File: src/design/assert_macros.svh
// Assertion macros used by the RTL top level of the text line decoder.
`ifndef ASSERT_MACROS_SVH
`define ASSERT_MACROS_SVH

// Concurrent check, sampled on clk_i, quiet while rst_ni is low.
`define TLD_ASSERT(lbl, prop, msg) \
  lbl: assert property (@(posedge clk_i) disable iff (!rst_ni) prop) else $error(msg);

// Concurrent check, sampled on clk_i, also active during reset.
`define TLD_ASSERT_ALWAYS(lbl, prop, msg) \
  lbl: assert property (@(posedge clk_i) prop) else $error(msg);

`endif

File: src/design/tld_pkg.sv
// Types, constants and helper functions of the text line decoder.
`default_nettype none

package tld_pkg;

  localparam int unsigned CpW = 21;

  localparam logic [CpW-1:0] CpRepl     = 21'h00FFFD;
  localparam logic [CpW-1:0] CpNewline  = 21'h00000A;
  localparam logic [CpW-1:0] CpSurrBase = 21'h010000;
  localparam logic [15:0]    LeadLo     = 16'hD800;
  localparam logic [15:0]    LeadHi     = 16'hDBFF;
  localparam logic [15:0]    TrailLo    = 16'hDC00;
  localparam logic [15:0]    TrailHi    = 16'hDFFF;

  typedef enum logic [1:0] {
    MODE_LATIN1  = 2'd0,
    MODE_UTF8    = 2'd1,
    MODE_UTF16LE = 2'd2,
    MODE_UTF16BE = 2'd3
  } mode_e;

  typedef struct packed {
    logic [2:0]     phase;
    logic [CpW-1:0] acc;
    logic [2:0]     seq_len;
    logic [15:0]    first_unit;
    logic [7:0]     held_byte;
    logic           line_nonempty;
  } state_t;

  typedef struct packed {
    logic           valid;
    logic [CpW-1:0] code_point;
    logic           char_valid;
    logic           line_end;
  } res_t;

  // Smallest value that a UTF-8 sequence of the given length may carry.
  function automatic logic [CpW-1:0] utf8_min(input logic [2:0] len);
    logic [CpW-1:0] m;
    unique case (len)
      3'd2:    m = 21'h000080;
      3'd3:    m = 21'h000800;
      3'd4:    m = 21'h010000;
      default: m = 21'h000000;
    endcase
    return m;
  endfunction

  function automatic logic [CpW-1:0] sanitize(input logic [CpW-1:0] cp);
    logic [CpW-1:0] r;
    if (cp >= 21'h00D800 && cp <= 21'h00DFFF) begin
      r = CpRepl;
    end else if (cp == 21'h00FFFF || cp == 21'h00FFFE || cp == 21'h00FEFF) begin
      r = CpRepl;
    end else begin
      r = cp;
    end
    return r;
  endfunction

  // A newline becomes a line end; anything else a sanitised character.
  function automatic res_t emit(input logic [CpW-1:0] cp);
    res_t r;
    r.valid = 1'b1;
    if (cp == CpNewline) begin
      r.code_point = '0;
      r.char_valid = 1'b0;
      r.line_end   = 1'b1;
    end else begin
      r.code_point = sanitize(cp);
      r.char_valid = 1'b1;
      r.line_end   = 1'b0;
    end
    return r;
  endfunction

endpackage

`default_nettype wire

File: src/design/tld_decode.sv
// Decode logic of one transaction: next state and result from state and byte.
`default_nettype none

module tld_decode (
  input  var tld_pkg::mode_e  mode_i,
  input  var tld_pkg::state_t st_i,
  input  wire logic           kind_i,
  input  wire logic [7:0]     byte_req_i,
  output tld_pkg::state_t     st_o,
  output tld_pkg::res_t       res_o
);

  logic [20:0] acc_shift;
  logic [2:0]  lead_len;
  logic [15:0] unit;
  logic [20:0] pair_cp;
  logic        little;

  assign acc_shift = {st_i.acc[14:0], byte_req_i[5:0]};
  assign little    = (mode_i == tld_pkg::MODE_UTF16LE);
  assign unit      = little ? {byte_req_i, st_i.held_byte} : {st_i.held_byte, byte_req_i};
  assign pair_cp   = 21'({st_i.first_unit[9:0], unit[9:0]}) + tld_pkg::CpSurrBase;

  always_comb begin
    priority if (!byte_req_i[7]) lead_len = 3'd0;
    else if (!byte_req_i[6])     lead_len = 3'd1;
    else if (!byte_req_i[5])     lead_len = 3'd2;
    else if (!byte_req_i[4])     lead_len = 3'd3;
    else if (!byte_req_i[3])     lead_len = 3'd4;
    else                         lead_len = 3'd5;
  end

  always_comb begin
    tld_pkg::state_t st_drop;
    st_drop               = '0;
    st_drop.line_nonempty = st_i.line_nonempty;
    st_o  = st_i;
    res_o = '0;

    if (kind_i) begin
      // End of stream: drop the partial sequence, close a non-empty line.
      st_o               = st_drop;
      st_o.line_nonempty = 1'b0;
      if (st_i.line_nonempty) begin
        res_o.valid    = 1'b1;
        res_o.line_end = 1'b1;
      end
    end else begin
      unique case (mode_i)
        tld_pkg::MODE_UTF8: begin
          if (st_i.phase != 3'd0) begin
            if (byte_req_i[7:6] != 2'b10) begin
              st_o  = st_drop;
              res_o = tld_pkg::emit(tld_pkg::CpRepl);
            end else if (st_i.phase == 3'd1) begin
              st_o = st_drop;
              if (st_i.seq_len > 3'd4 || acc_shift < tld_pkg::utf8_min(st_i.seq_len)) begin
                res_o = tld_pkg::emit(tld_pkg::CpRepl);
              end else begin
                res_o = tld_pkg::emit(acc_shift);
              end
            end else begin
              st_o.acc   = acc_shift;
              st_o.phase = st_i.phase - 3'd1;
            end
          end else begin
            unique case (lead_len)
              3'd0: res_o = tld_pkg::emit(21'(byte_req_i));
              3'd2: begin
                st_o.acc     = 21'(byte_req_i[4:0]);
                st_o.seq_len = lead_len;
                st_o.phase   = 3'd1;
              end
              3'd3: begin
                st_o.acc     = 21'(byte_req_i[3:0]);
                st_o.seq_len = lead_len;
                st_o.phase   = 3'd2;
              end
              3'd4: begin
                st_o.acc     = 21'(byte_req_i[2:0]);
                st_o.seq_len = lead_len;
                st_o.phase   = 3'd3;
              end
              default: res_o = tld_pkg::emit(tld_pkg::CpRepl);
            endcase
          end
        end
        tld_pkg::MODE_UTF16LE, tld_pkg::MODE_UTF16BE: begin
          if (st_i.phase == 3'd0 || st_i.phase == 3'd2) begin
            st_o.held_byte = byte_req_i;
            st_o.phase     = st_i.phase + 3'd1;
          end else if (st_i.phase == 3'd1) begin
            if (unit >= tld_pkg::LeadLo && unit <= tld_pkg::LeadHi) begin
              st_o.first_unit = unit;
              st_o.phase      = 3'd2;
            end else begin
              st_o  = st_drop;
              res_o = tld_pkg::emit(21'(unit));
            end
          end else begin
            st_o = st_drop;
            if (st_i.first_unit < tld_pkg::LeadLo || st_i.first_unit > tld_pkg::LeadHi ||
                unit < tld_pkg::TrailLo || unit > tld_pkg::TrailHi) begin
              res_o = tld_pkg::emit(tld_pkg::CpRepl);
            end else begin
              res_o = tld_pkg::emit(pair_cp);
            end
          end
        end
        default: res_o = tld_pkg::emit(21'(byte_req_i));
      endcase
      if (res_o.valid) begin
        st_o.line_nonempty = res_o.char_valid;
      end
    end
  end

endmodule

`default_nettype wire

File: src/design/text_line_decoder.sv
// Top level of the text line decoder: state, output register and skid stage.
//
//  channel | direction | handshake              | payload
//  --------+-----------+------------------------+--------------------------------------
//  in      | input     | in_valid_i / in_stall_o   | kind_i, byte_req_i
//  out     | output    | out_valid_o / out_stall_i | code_point_o, char_valid_o, line_end_o
//  cfg     | input     | cfg_we_i                  | cfg_wdata_i (encoding mode)
//
// One byte is accepted every cycle while in_stall_o is low; its result goes to the
// output register, or to the skid register while the output is stalled. The decode
// is a single pass of logic in tld_decode. A skid register takes one result while
// the output is stalled; in_stall_o rises only while that skid register is full.
// Reset clears the mode to Latin-1, the decoder state and both valid flags.
`default_nettype none
`include "assert_macros.svh"

module text_line_decoder (
  input  wire logic        clk_i,
  input  wire logic        rst_ni,
  input  wire logic        in_valid_i,
  output logic             in_stall_o,
  input  wire logic        kind_i,
  input  wire logic [7:0]  byte_req_i,
  output logic             out_valid_o,
  input  wire logic        out_stall_i,
  output logic [20:0]      code_point_o,
  output logic             char_valid_o,
  output logic             line_end_o,
  input  wire logic        cfg_we_i,
  input  wire logic [1:0]  cfg_wdata_i
);

  tld_pkg::mode_e  mode_q;
  tld_pkg::state_t st_q, st_d;
  tld_pkg::res_t   res;
  tld_pkg::res_t   out_q, skid_q;
  logic            out_valid_q, skid_valid_q;
  logic            accept, push, out_free;

  tld_decode u_decode (
    .mode_i    (mode_q),
    .st_i      (st_q),
    .kind_i    (kind_i),
    .byte_req_i(byte_req_i),
    .st_o      (st_d),
    .res_o     (res)
  );

  assign accept   = in_valid_i && !skid_valid_q;
  assign push     = accept && res.valid;
  assign out_free = !out_valid_q || !out_stall_i;

  always_ff @(posedge clk_i or negedge rst_ni) begin
    if (!rst_ni) begin
      mode_q <= tld_pkg::MODE_LATIN1;
      st_q   <= '0;
    end else if (cfg_we_i) begin
      // Drop any partial sequence, keep the line state.
      mode_q <= tld_pkg::mode_e'(cfg_wdata_i);
      st_q   <= '{phase: 3'd0, acc: '0, seq_len: 3'd0, first_unit: '0,
                  held_byte: '0, line_nonempty: st_q.line_nonempty};
    end else if (accept) begin
      st_q <= st_d;
    end
  end

  always_ff @(posedge clk_i or negedge rst_ni) begin
    if (!rst_ni) begin
      out_valid_q  <= 1'b0;
      skid_valid_q <= 1'b0;
    end else if (out_free) begin
      if (skid_valid_q) begin
        out_valid_q  <= 1'b1;
        skid_valid_q <= 1'b0;
      end else begin
        out_valid_q <= push;
      end
    end else if (push) begin
      skid_valid_q <= 1'b1;
    end
  end

  always_ff @(posedge clk_i) begin
    if (out_free) begin
      if (skid_valid_q) begin
        out_q <= skid_q;
      end else if (push) begin
        out_q <= res;
      end
    end else if (push) begin
      skid_q <= res;
    end
  end

  assign in_stall_o   = skid_valid_q;
  assign out_valid_o  = out_valid_q;
  assign code_point_o = out_q.code_point;
  assign char_valid_o = out_q.char_valid;
  assign line_end_o   = out_q.line_end;

  `TLD_ASSERT(a_skid_behind_out, skid_valid_q |-> out_valid_q, "skid full with output empty")
  `TLD_ASSERT(a_one_kind, out_valid_o |-> (char_valid_o != line_end_o), "result kind not exclusive")
  `TLD_ASSERT(a_no_surrogate, out_valid_o && char_valid_o |-> code_point_o[20:11] != 10'h01B, "surrogate delivered")
  `TLD_ASSERT(a_line_end_zero, out_valid_o && line_end_o |-> code_point_o == 21'd0, "line end carries a code point")

endmodule

`default_nettype wire

File: config.mk
export PLATFORM = sky130hd
export DESIGN_NAME = text_line_decoder
export DESIGN_NICKNAME = d
export VERILOG_FILES = /design/src/design/tld_pkg.sv /design/src/design/tld_decode.sv /design/src/design/text_line_decoder.sv
export VERILOG_INCLUDE_DIRS = /design/src /design/src/design
export SDC_FILE = /design/constraint.sdc
export NUM_CORES = 1
export LEC_CHECK = 0
export ABC_AREA = 1
export BUFFER_PORTS_ARGS = -buffer_cell sky130_fd_sc_hd__buf_4
export CELL_PAD_IN_SITES_DETAIL_PLACEMENT = 0
export CELL_PAD_IN_SITES_GLOBAL_PLACEMENT = 1
export CORE_UTILIZATION = 45
export DETAILED_ROUTE_END_ITERATION = 6
export GPL_ROUTABILITY_DRIVEN = 0
export PLACE_DENSITY_LB_ADDON = 0.1
export SETUP_SLACK_MARGIN = 0.02
export SLEW_MARGIN = 30
export SYNTH_ARGS = -nofsm -noshare
export SYNTH_HDL_FRONTEND = slang
export SYNTH_HIERARCHICAL = 1
export SYNTH_SLANG_ARGS = --single-unit
File: constraint.sdc
create_clock -name clk_i -period 3.7 [get_ports clk_i]
set_input_delay 0.74 -clock clk_i [delete_from_list [all_inputs] [get_ports clk_i]]
set_output_delay 0.74 -clock clk_i [all_outputs]
set_load 0.02 [all_outputs]
Word-level counts from Yosys, hierarchy flattened
Index checks and enable logic that the tools add are counted.
Word-level totals
  register bits after elaboration: 96
  input port bits: 16
  output and inout port bits: 25
  word-level logic and storage cells: 167
Cells by class
  add/subtract/negate cells: 3
  magnitude comparators: 14
  equality and inequality tests: 32
  multiplexer cells: 62
  bitwise logic cells: 2
  reduce and logical (&&, ||, !) cells: 39
Operators with widths (count)
  $mux 24: 9
  $mux 52: 4
  $mux 21: 9
  $mux 23: 7
  $eq 21x16->1 const B: 6
  $pmux 52 s2: 1
  $pmux 24 s2: 2
  $pmux 27 s3: 1
  $mux 16: 4
  $mux 51: 1
  $pmux 17 s3: 1
  $eq 16x16->1 const B: 3
  $eq 21x4->1 const B: 2
  $ge 21x16->1 const B: 2
  $le 21x16->1 const B: 2
  $mux 40: 1
  $ge 16x16->1 const B: 2
  $gt 16x16->1 const B: 2
  $le 16x16->1 const B: 2
  $lt 16x16->1 const B: 2
  $mux 28: 1
  $mux 27: 1
  $mux 25: 1
  $mux 22: 1
  39 further kinds: 85

Depth between registers and ports, before layout
Gate-level depths: netlist (run 1).
  depth after elaboration: 19
  depth in mapped cells: 21

Modules after synthesis
The synthesis (run 1) kept the hierarchy.
By module, submodules not included
  text_line_decoder: instances 1, cells an instance 373, area each 3981.3 sq um, seq. area each 2782.7 sq um
  tld_decode: instances 1, cells an instance 768, area each 3719.8 sq um, seq. area each 0.0 sq um

Worst setup path before layout (run 1)
Ideal clock, no wire load.
  kind: input to register
  from: input port byte_req_i[6]
  to: register out_q, in the netlist char_valid_o (enable)
  library setup time: 0.403 ns
  arrival time: 2.923 ns
  data required time: 3.297 ns
  setup slack: 0.374 ns
  cell stages on the path: 11
  path buffers: 2
  path through: clkbuf_2 -> nand2_1 -> inv_1 -> o21ai_1 -> nand2_1 -> clkbuf_1 -> nand2_1 -> nand3_1 -> nand2_1 -> a21oi_1 -> nor2_1
RTL lines
  from (decl): RTL line text_line_decoder.sv:23  | input wire logic [7:0] byte_req_i,
  to (signal assigned): RTL line text_line_decoder.sv:86  | out_q <= skid_q;
  to (signal assigned): RTL line text_line_decoder.sv:88  | out_q <= res;
  to (decl): RTL line text_line_decoder.sv:36  | tld_pkg::res_t out_q, skid_q;

==> flow_summary.json, run 1 <==
{
  "run_status": "complete, no violations",
  "drt_pass1_iterations": 6,
  "antenna_cells": 0,
  "hold_buffers": 0,
  "dieArea_sq_um": 16770,
  "rsz0062_at_grt": "false",
  "grt_max_degree": 51,
  "drv_cap": 0,
  "avgSynthCellArea_sq_um": 6.740,
  "overflow": 0,
  "grtUsageTotal_pct": 28.75,
  "die_h_um": 129.5,
  "internal_power_mw": 1.937,
  "critPathMaxStageDelay_ns": 0.53,
  "path_max_fanout": 26,
  "nets": 1112,
  "dp_cells": 1293,
  "initial_core_util_pct": 46.04,
  "r2r-end": "code_point_o[5]$_DFFE_PP_",
  "grt_pass1_vias": 6814,
  "port_buffers": 40,
  "root_buffer": "clkbuf_16",
  "clkSinkCount": 96,
  "relSlewSlack_pct": 53.37,
  "via_per_inst": 5.672,
  "final_cells": 1309,
  "power_frac_seq_pct": 41.6,
  "final_area_sq_um": 7999,
  "finalWorstSetupSlack_ns": 0.6896,
  "synth.cell_area_sq_um": 7313,
  "cts_max_path_buffers": 2,
  "ir_drop_uv": 215.8,
  "drt_first_iter_violations": 786,
  "power_frac_comb_pct": 23.4,
  "worst_path_most_repeated_cell": "nand3_1",
  "clk_latency_ns": 0.37,
  "r2r_start": "mode_q[0]$_DFFE_PN0P_",
  "hp-class": "input port to asynchronous set/reset pin",
  "cp.arrival_ns": 3.10,
  "fin_util_pct": 50.35,
  "grt_pass1_wl_mm": 37.09,
  "fp.coreArea_sq_um": 15890,
  "cp_slowest_cell": "dfrtp_1",
  "crit_buf_inv": 3,
  "share_clk_of_total_power_pct": 35.0,
  "skew_ns": 0.01864,
  "wl_mm": 23.15,
  "path_clk_slew_ns": 0.08,
  "placedInstanceArea_sq_um": 7676,
  "hold_viol_final": 0,
  "netSwitchingPower_mw": 1.017,
  "cp.required_ns": 3.79,
  "fp-row-count": 46,
  "layout-drive-gt1-share_pct": 10.52,
  "fp.dieW_um": 129.5,
  "worst_pin_slew_ns": 0.6995,
  "htree_levels": 3,
  "start_kind": "flop",
  "p_sw_share_pct": 34.42,
  "cp_top_family": "simple AND/OR/NAND/NOR gates",
  "vias": 7424,
  "cts_setup_buffers": 0,
  "area_growth_pct": 9.376,
  "syn_inst": 1085,
  "ant_nets": 0,
  "syn-num-nets": 1109,
  "synth_warnings": 6,
  "crit_type": "flop to flop",
  "cts_buffers": 9,
  "io_pins": 41,
  "antenna_found_initial": 0,
  "fin_crit_ns": 3.010,
  "reg2reg_depth": 13,
  "slew_violations": 0,
  "p_per_area_nw_per_um2": 369.2,
  "post-route-drc-count": 0,
  "preCtsSetupSlack_ns": 0.5445,
  "period_share_pct": 81.36,
  "worstPathCellList": "inv_8, nand2_8, o21ai_1, nand3_1, inv_2, nand4_4, o21ai_4, nand2_2, nand3_1, nand2_1, a21oi_1, nor2_2, buf_4",
  "setup_violations": 0,
  "crit_path_end_kind": "flop",
  "r2r_slack_ns": 0.69,
  "tns_ns": 0,
  "avgRoutedWirePerCell_um": 17.68,
  "clock.fmax_mhz": 332.2,
  "cts_resized": 0,
  "cts_tree": "built",
  "dp_hpwl_mm": 16.34,
  "total_leakage_power_nw": 3.575
}
-- state kept, by name (all words and copies together) (netlist names) --
register and flops:
line_end_o 1, st_q 46, mode_q 2, char_valid_o 1, in_stall_o 1, code_point_o 21
out_valid_o 1, skid_q 23
-- worst max-delay path by stage --
stage | to | from | slack, ns | cells past startpoint
after floorplan | char_valid_o$_DFFE_PP_ | byte_req_i[6] | 0.38 | 11
after global routing | code_point_o[5]$_DFFE_PP_ | mode_q[0]$_DFFE_PN0P_ | 0.46 | 14
after global placement | code_point_o[3]$_DFFE_PP_ | byte_req_i[7] | 0.63 | 13
after CTS | code_point_o[5]$_DFFE_PP_ | mode_q[0]$_DFFE_PN0P_ | 0.74 | 14
after detailed placement | code_point_o[3]$_DFFE_PP_ | byte_req_i[5] | 0.54 | 12
final | code_point_o[5]$_DFFE_PP_ | mode_q[0]$_DFFE_PN0P_ | 0.69 | 13
-- cell type report --
class                           count  area (sq um)
Tap cell                          216         270.3
Sequential cell                    96          2634
Timing Repair Buffer               61         457.9
Multi-Input combinational cell    824          3946
Clock buffer                        9         225.2
Inverter                           96         367.9
Fill cell                        1686          7886
Clock inverter                      7         97.59
-- cells in the final DEF (no fill, tap or decap), types with 9 or more instances in the layout --
| master | count |
|---|---|
| a21oi_1 | 85 |
| a31oi_1 | 12 |
| buf_4 | 61 |
| clkbuf_16 | 9 |
| dfrtp_1 | 49 |
| edfxtp_1 | 46 |
| inv_1 | 86 |
| nand2_1 | 340 |
| nand2_2 | 9 |
| nand3_1 | 145 |
| nand4_1 | 24 |
| nor2_1 | 48 |
| nor3_1 | 12 |
| o21ai_0 | 73 |
-- stage by stage --
step	total power, mW	hold slack, ns
floorplan	1.715	0.4431
global placement	1.932	0.4942
detailed placement	1.936	0.5022
CTS	2.973	0.4433
global route	3.087	0.4677
finish	2.954	0.4083
-- layer usage --
metal	GRT usage, %	wire length, um
met1	39.78	10600
met2	45.00	10540
met3	3.716	1339
met4	12.65	666
met5	0	0
-- power by group through the flow --
stage | Clock, mW | Sequential, mW | Combinational [mW]
after floorplan | 0 | 1.27 | 0.441
after global placement | 0 | 1.25 | 0.682
after detailed placement | 0 | 1.25 | 0.685
after CTS | 1.06 | 1.23 | 0.686
after global routing | 1.08 | 1.24 | 0.766
final | 1.03 | 1.23 | 0.690
No activity file was read; power rests on OpenSTA's default activity.
==> run 2, diff against run 1 <==
==> constraint.sdc (replaced) <==
create_clock -name clk_i -period 3.1 [get_ports clk_i]
set_input_delay 0.62 -clock clk_i [delete_from_list [all_inputs] [get_ports clk_i]]
set_output_delay 0.62 -clock clk_i [all_outputs]
set_load 0.02 [all_outputs]
==> flow_summary.json, run 2 (synthesis results as in run 1) <==
{
  "run_status": "complete, no violations",
  "grt_max_degree": 53,
  "port_buffers": 40,
  "skew_ns": 0.01609,
  "cp_top_family": "simple AND/OR/NAND/NOR gates",
  "worst_pin_slew_ns": 0.7077,
  "layout-drive-gt1-share_pct": 13.68,
  "ir_drop_uv": 261.8,
  "critPathMaxStageDelay_ns": 0.42,
  "area_growth_pct": 13.88,
  "cts_tree": "built",
  "antenna_cells": 0,
  "ant_nets": 0,
  "post-route-drc-count": 0,
  "multi_input_area_sq_um": 3951,
  "fp.coreArea_sq_um": 15890,
  "antenna_found_initial": 0,
  "relSlewSlack_pct": 52.75,
  "worst_path_most_repeated_cell": "buf_4",
  "path_max_fanout": 14,
  "clk_latency_ns": 0.36,
  "setup_violations": 0,
  "rsz0062_at_grt": "false",
  "path_clk_slew_ns": 0.08,
  "cts_max_path_buffers": 2,
  "root_buffer": "clkbuf_16",
  "period_share_pct": 88.28,
  "final_common_cell": "nand2_1",
  "die_h_um": 129.5,
  "hp-class": "input port to asynchronous set/reset pin",
  "cp_slowest_cell": "nor2_1",
  "dieArea_sq_um": 16770,
  "cts_setup_buffers": 0,
  "cp.arrival_ns": 2.97,
  "fillers": 1635,
  "io_pins": 41,
  "most-common-layout-cells": "nand2_1, nand3_1, buf_4",
  "vias": 7503,
  "cp.required_ns": 3.33,
  "final_cells": 1349,
  "drt_first_iter_violations": 743,
  "clock.fmax_mhz": 365.4,
  "dp_hpwl_mm": 17.03,
  "crit_path_end_kind": "flop",
  "crit_buf_inv": 4,
  "overflow": 0,
  "p_per_area_nw_per_um2": 419.5,
  "total_leakage_power_nw": 3.777,
  "fp.dieW_um": 129.5,
  "wl_mm": 23.45,
  "fin_crit_ns": 2.737,
  "hold_buffers": 0,
  "hold_viol_final": 0,
  "hold_slack_ns": 0.2871,
  "cts_resized": 0,
  "grt_pass1_wl_mm": 37.94,
  "drv_cap": 0,
  "worstPathCellList": "buf_4, ha_1, o21ai_1, buf_4, buf_4, inv_1, nor2_1, nand3_1, nor2_1, nand3_1, a21oi_1, nand2_1, nand2_1",
  "cts_buffers": 9,
  "via_per_inst": 5.562,
  "crit_type": "flop to flop",
  "critPathLaunch": "st_q[50]$_DFFE_PN0P_",
  "largest_reg_flops": 46,
  "r2r_start": "st_q[50]$_DFFE_PN0P_",
  "grt_pass1_vias": 6767,
  "tns_ns": 0,
  "largest-register": "st_q",
  "htree_levels": 3,
  "initial_core_util_pct": 46.04,
  "grtUsageTotal_pct": 29.27,
  "seq_area_sq_um": 2634,
  "start_kind": "flop",
  "slew_violations": 0,
  "nets": 1152,
  "dp_cells": 1333,
  "fp-row-count": 46,
  "clkSinkCount": 96,
  "avgRoutedWirePerCell_um": 17.38,
  "drt_pass1_iterations": 5
}
## run 2: changes by cell type in the layout (fill, tap and decap cells not counted)
cell | previous run | this run
buf_4 | 61 | 98
buf_12 | 0 | 3
bufinv_16 | 1 | 0
clkinv_4 | 1 | 2
clkinv_8 | 1 | 2
inv_6 | 1 | 0
nor2_2 | 8 | 7
nor2_4 | 1 | 2
## run 2: layer usage
| layer | routed length, um | part of all wire (%) | up-vias | track usage [%] |
|---|---|---|---|---|
| met4 | 373 | 1.6 | 0 | 8.071 |
| met1 | 11170 | 48 | 3485 | 42.33 |
| met2 | 10690 | 46 | 251 | 46.05 |
| met5 | 0 | 0 | - | 0 |
| li1 | - | - | 3745 | - |
| met3 | 1212 | 5.2 | 22 | 3.427 |
## run 2: metrics by stage
| stage | total power [mW] | utilization (%) | setup slack (ns) | instance area [sq um] |
|---|---|---|---|---|
| 6_report | 3.494 | 52.43 | 0.3634 | 8328 |
| 5_1_grt | 3.671 | 52.43 | 0.1444 | 8328 |
| 4_1_cts | 3.520 | 52.43 | 0.4170 | 8328 |
| 3_5_place_dp | 2.369 | 50.48 | 0.3524 | 8019 |
| 3_3_place_gp | 2.366 | 50.45 | 0.05800 | 8014 |
| 2_1_floorplan | 2.048 | - | 0.2694 | 7318 |
## run 2: worst paths after layout
check	endpoint	cells after the start	slack, ns
hold reg to reg	code_point_o[4]$_DFFE_PP_	2	0.52
setup / recovery	code_point_o[16]$_DFFE_PP_	13	0.36
hold / removal	st_q[15]$_DFFE_PN0P_	1	0.29
setup reg to reg	code_point_o[16]$_DFFE_PP_	13	0.36
min in group clk_i	mode_q[0]$_DFFE_PN0P_	3	0.47
max in group asynchronous	mode_q[1]$_DFFE_PN0P_	1	2.30
## run 2: power breakdown
group | switching [mW] | internal [mW]
Clock | 0.562 | 0.578
Sequential | 0.0436 | 1.42
Combinational | 0.604 | 0.288
## run 2: layout make-up
class	instances	area share, %
Tap cell	216	3.245
Timing Repair Buffer	101	9.555
Sequential cell	96	31.63
Clock inverter	7	1.007
Clock buffer	9	2.704
Inverter	96	4.417
Multi-Input combinational cell	824	47.45
==> run 3, diff against run 2 <==
--- a/config.mk
+++ b/config.mk
@@ -10,7 +10,7 @@
 export BUFFER_PORTS_ARGS = -buffer_cell sky130_fd_sc_hd__buf_4
 export CELL_PAD_IN_SITES_DETAIL_PLACEMENT = 0
 export CELL_PAD_IN_SITES_GLOBAL_PLACEMENT = 1
-export CORE_UTILIZATION = 45
+export CORE_UTILIZATION = 35
 export DETAILED_ROUTE_END_ITERATION = 6
 export GPL_ROUTABILITY_DRIVEN = 0
 export PLACE_DENSITY_LB_ADDON = 0.1
==> flow_summary.json, run 3 (synthesis results as in run 1) <==
{
  "via_per_inst": 5.346,
  "dieArea_sq_um": 21480,
  "hold_buffers": 0,
  "grtUsageTotal_pct": 24.02,
  "initial_core_util_pct": 35.91,
  "met2_usage_pct": 38.36,
  "setup_violations": 0,
  "period_share_pct": 90.17,
  "largest-register": "st_q",
  "gr-usage-met3_pct": 2.594,
  "critPathLaunch": "st_q[27]$_DFFE_PN0P_",
  "grt_max_degree": 53,
  "ant_nets": 0,
  "fp.coreArea_sq_um": 20360,
  "cts_resized": 0,
  "cts_buffers": 9,
  "vias": 7372,
  "drt_pass1_iterations": 7,
  "path_clk_slew_ns": 0.09,
  "run_status": "complete, no violations",
  "layout-drive-gt1-share_pct": 11.81,
  "cts_tree": "built",
  "antenna_found_initial": 0,
  "cp.arrival_ns": 3.03,
  "cp.required_ns": 3.33,
  "total_leakage_power_nw": 3.660,
  "antenna_cells": 0,
  "fp.dieW_um": 146.6,
  "port_buffers": 40,
  "grt_use_met1_pct": 34.70,
  "rsz0062_at_grt": "true",
  "most-common-layout-cells": "nand2_1, nand3_1, inv_1",
  "drv_cap": 0,
  "largest_reg_flops": 46,
  "nets": 1128,
  "avgRoutedWirePerCell_um": 18.07,
  "hp-class": "input port to asynchronous set/reset pin",
  "relSlewSlack_pct": 49.90,
  "reg2reg_depth": 15,
  "crit_path_end_kind": "flop",
  "io_pins": 41,
  "final_area_sq_um": 8218,
  "start_kind": "flop",
  "skew_ns": 0.01364,
  "die_h_um": 146.6,
  "clkSinkCount": 96,
  "grt_pass1_vias": 6869,
  "clk_latency_ns": 0.37,
  "root_buffer": "clkbuf_16",
  "wl_mm": 24.92,
  "slew_violations": 0,
  "post-route-drc-count": 0,
  "grt_pass1_wl_mm": 40.19,
  "cts_setup_buffers": 0,
  "htree_levels": 3,
  "cts_max_path_buffers": 2,
  "fillers": 2192,
  "p_per_area_nw_per_um2": 427.7,
  "overflow": 0,
  "tns_ns": 0,
  "drt_first_iter_violations": 543,
  "crit_type": "flop to flop",
  "fin_crit_ns": 2.795,
  "dp_hpwl_mm": 18.04,
  "hold_viol_final": 0,
  "clock.fmax_mhz": 357.8,
  "r2r_start": "st_q[27]$_DFFE_PN0P_",
  "worst_pin_slew_ns": 0.7515,
  "grt.busiest_layer": "met2",
  "area_growth_pct": 12.37,
  "ir_drop_uv": 236.4,
  "path_max_fanout": 13,
  "fp-row-count": 52,
  "final_common_cell": "nand2_1",
  "placedInstanceArea_sq_um": 7914
}
## run 3: cell count changes in the layout (fill, tap and decap cells not counted), sizes merged
cell / change
buf: -24
clkinv: -2
inv: +2
## run 3: per-stage QoR
| step | power (mW) | setup WS [ns] | instances | util, % | hold slack (ns) |
|---|---|---|---|---|---|
| after global placement | 2.370 | 0.3354 | 1363 | 38.86 | 0.5010 |
| after detailed placement | 2.364 | 0.3348 | 1363 | 38.86 | 0.5014 |
| after CTS | 3.552 | 0.3395 | 1379 | 40.35 | 0.3368 |
| after floorplan | 2.048 | 0.2694 | 1085 | - | 0.3244 |
| final | 3.515 | 0.3048 | 1379 | 40.35 | 0.3137 |
| after global routing | 3.698 | 0.002948 | 1379 | 40.35 | 0.3777 |
## run 3: layer usage
| metal | part of all wire [%] | wire (um) |
|---|---|---|
| met2 | 46 | 11570 |
| met3 | 3.7 | 934 |
| met1 | 49 | 12120 |
| met4 | 1.2 | 296 |
| met5 | 0 | 0 |
## run 3: path summary, 6_finish.rpt
| kind | slack [ns] | endpoint |
|---|---|---|
| max | 0.30 | code_point_o[18]$_DFFE_PP_ |
| min | 0.31 | st_q[16]$_DFFE_PN0P_ |
| max reg2reg | 0.30 | code_point_o[18]$_DFFE_PP_ |
| min reg2reg | 0.52 | code_point_o[11]$_DFFE_PP_ |
| max in group asynchronous | 2.24 | mode_q[1]$_DFFE_PN0P_ |
| min in group clk_i | 0.46 | mode_q[1]$_DFFE_PN0P_ |
## run 3: critical path, cell delays in order, from the launching register on
cell     delay [ns]
dfrtp_1        0.42
inv_1          0.11
nand3_1        0.08
ha_1           0.27
o21ai_0        0.07
nand2_1        0.06
nand2_1        0.04
nand2_1        0.05
nand2_1        0.22
inv_1          0.25
o21ai_0        0.24
nor2_1         0.31
nand2_1        0.11
a21oi_1        0.23
nand2_1        0.10
nand2_1        0.08
## run 3: layout make-up
type / instances / area (sq um) / share of cell area, %
multi-input cells: 824 / 3946 / 48.02
flip-flops and latches: 96 / 2634 / 32.05
repair buffers: 77 / 628.1 / 7.643
inverters: 96 / 367.9 / 4.476
well taps: 270 / 337.8 / 4.111
clock buffers: 9 / 225.2 / 2.741
clock inverters: 7 / 78.83 / 0.9592
## run 3: power by group
group,switching [mW],internal (mW)
registers,0.0469,1.42
logic,0.606,0.267
clock network,0.598,0.580
total,1.25,2.26
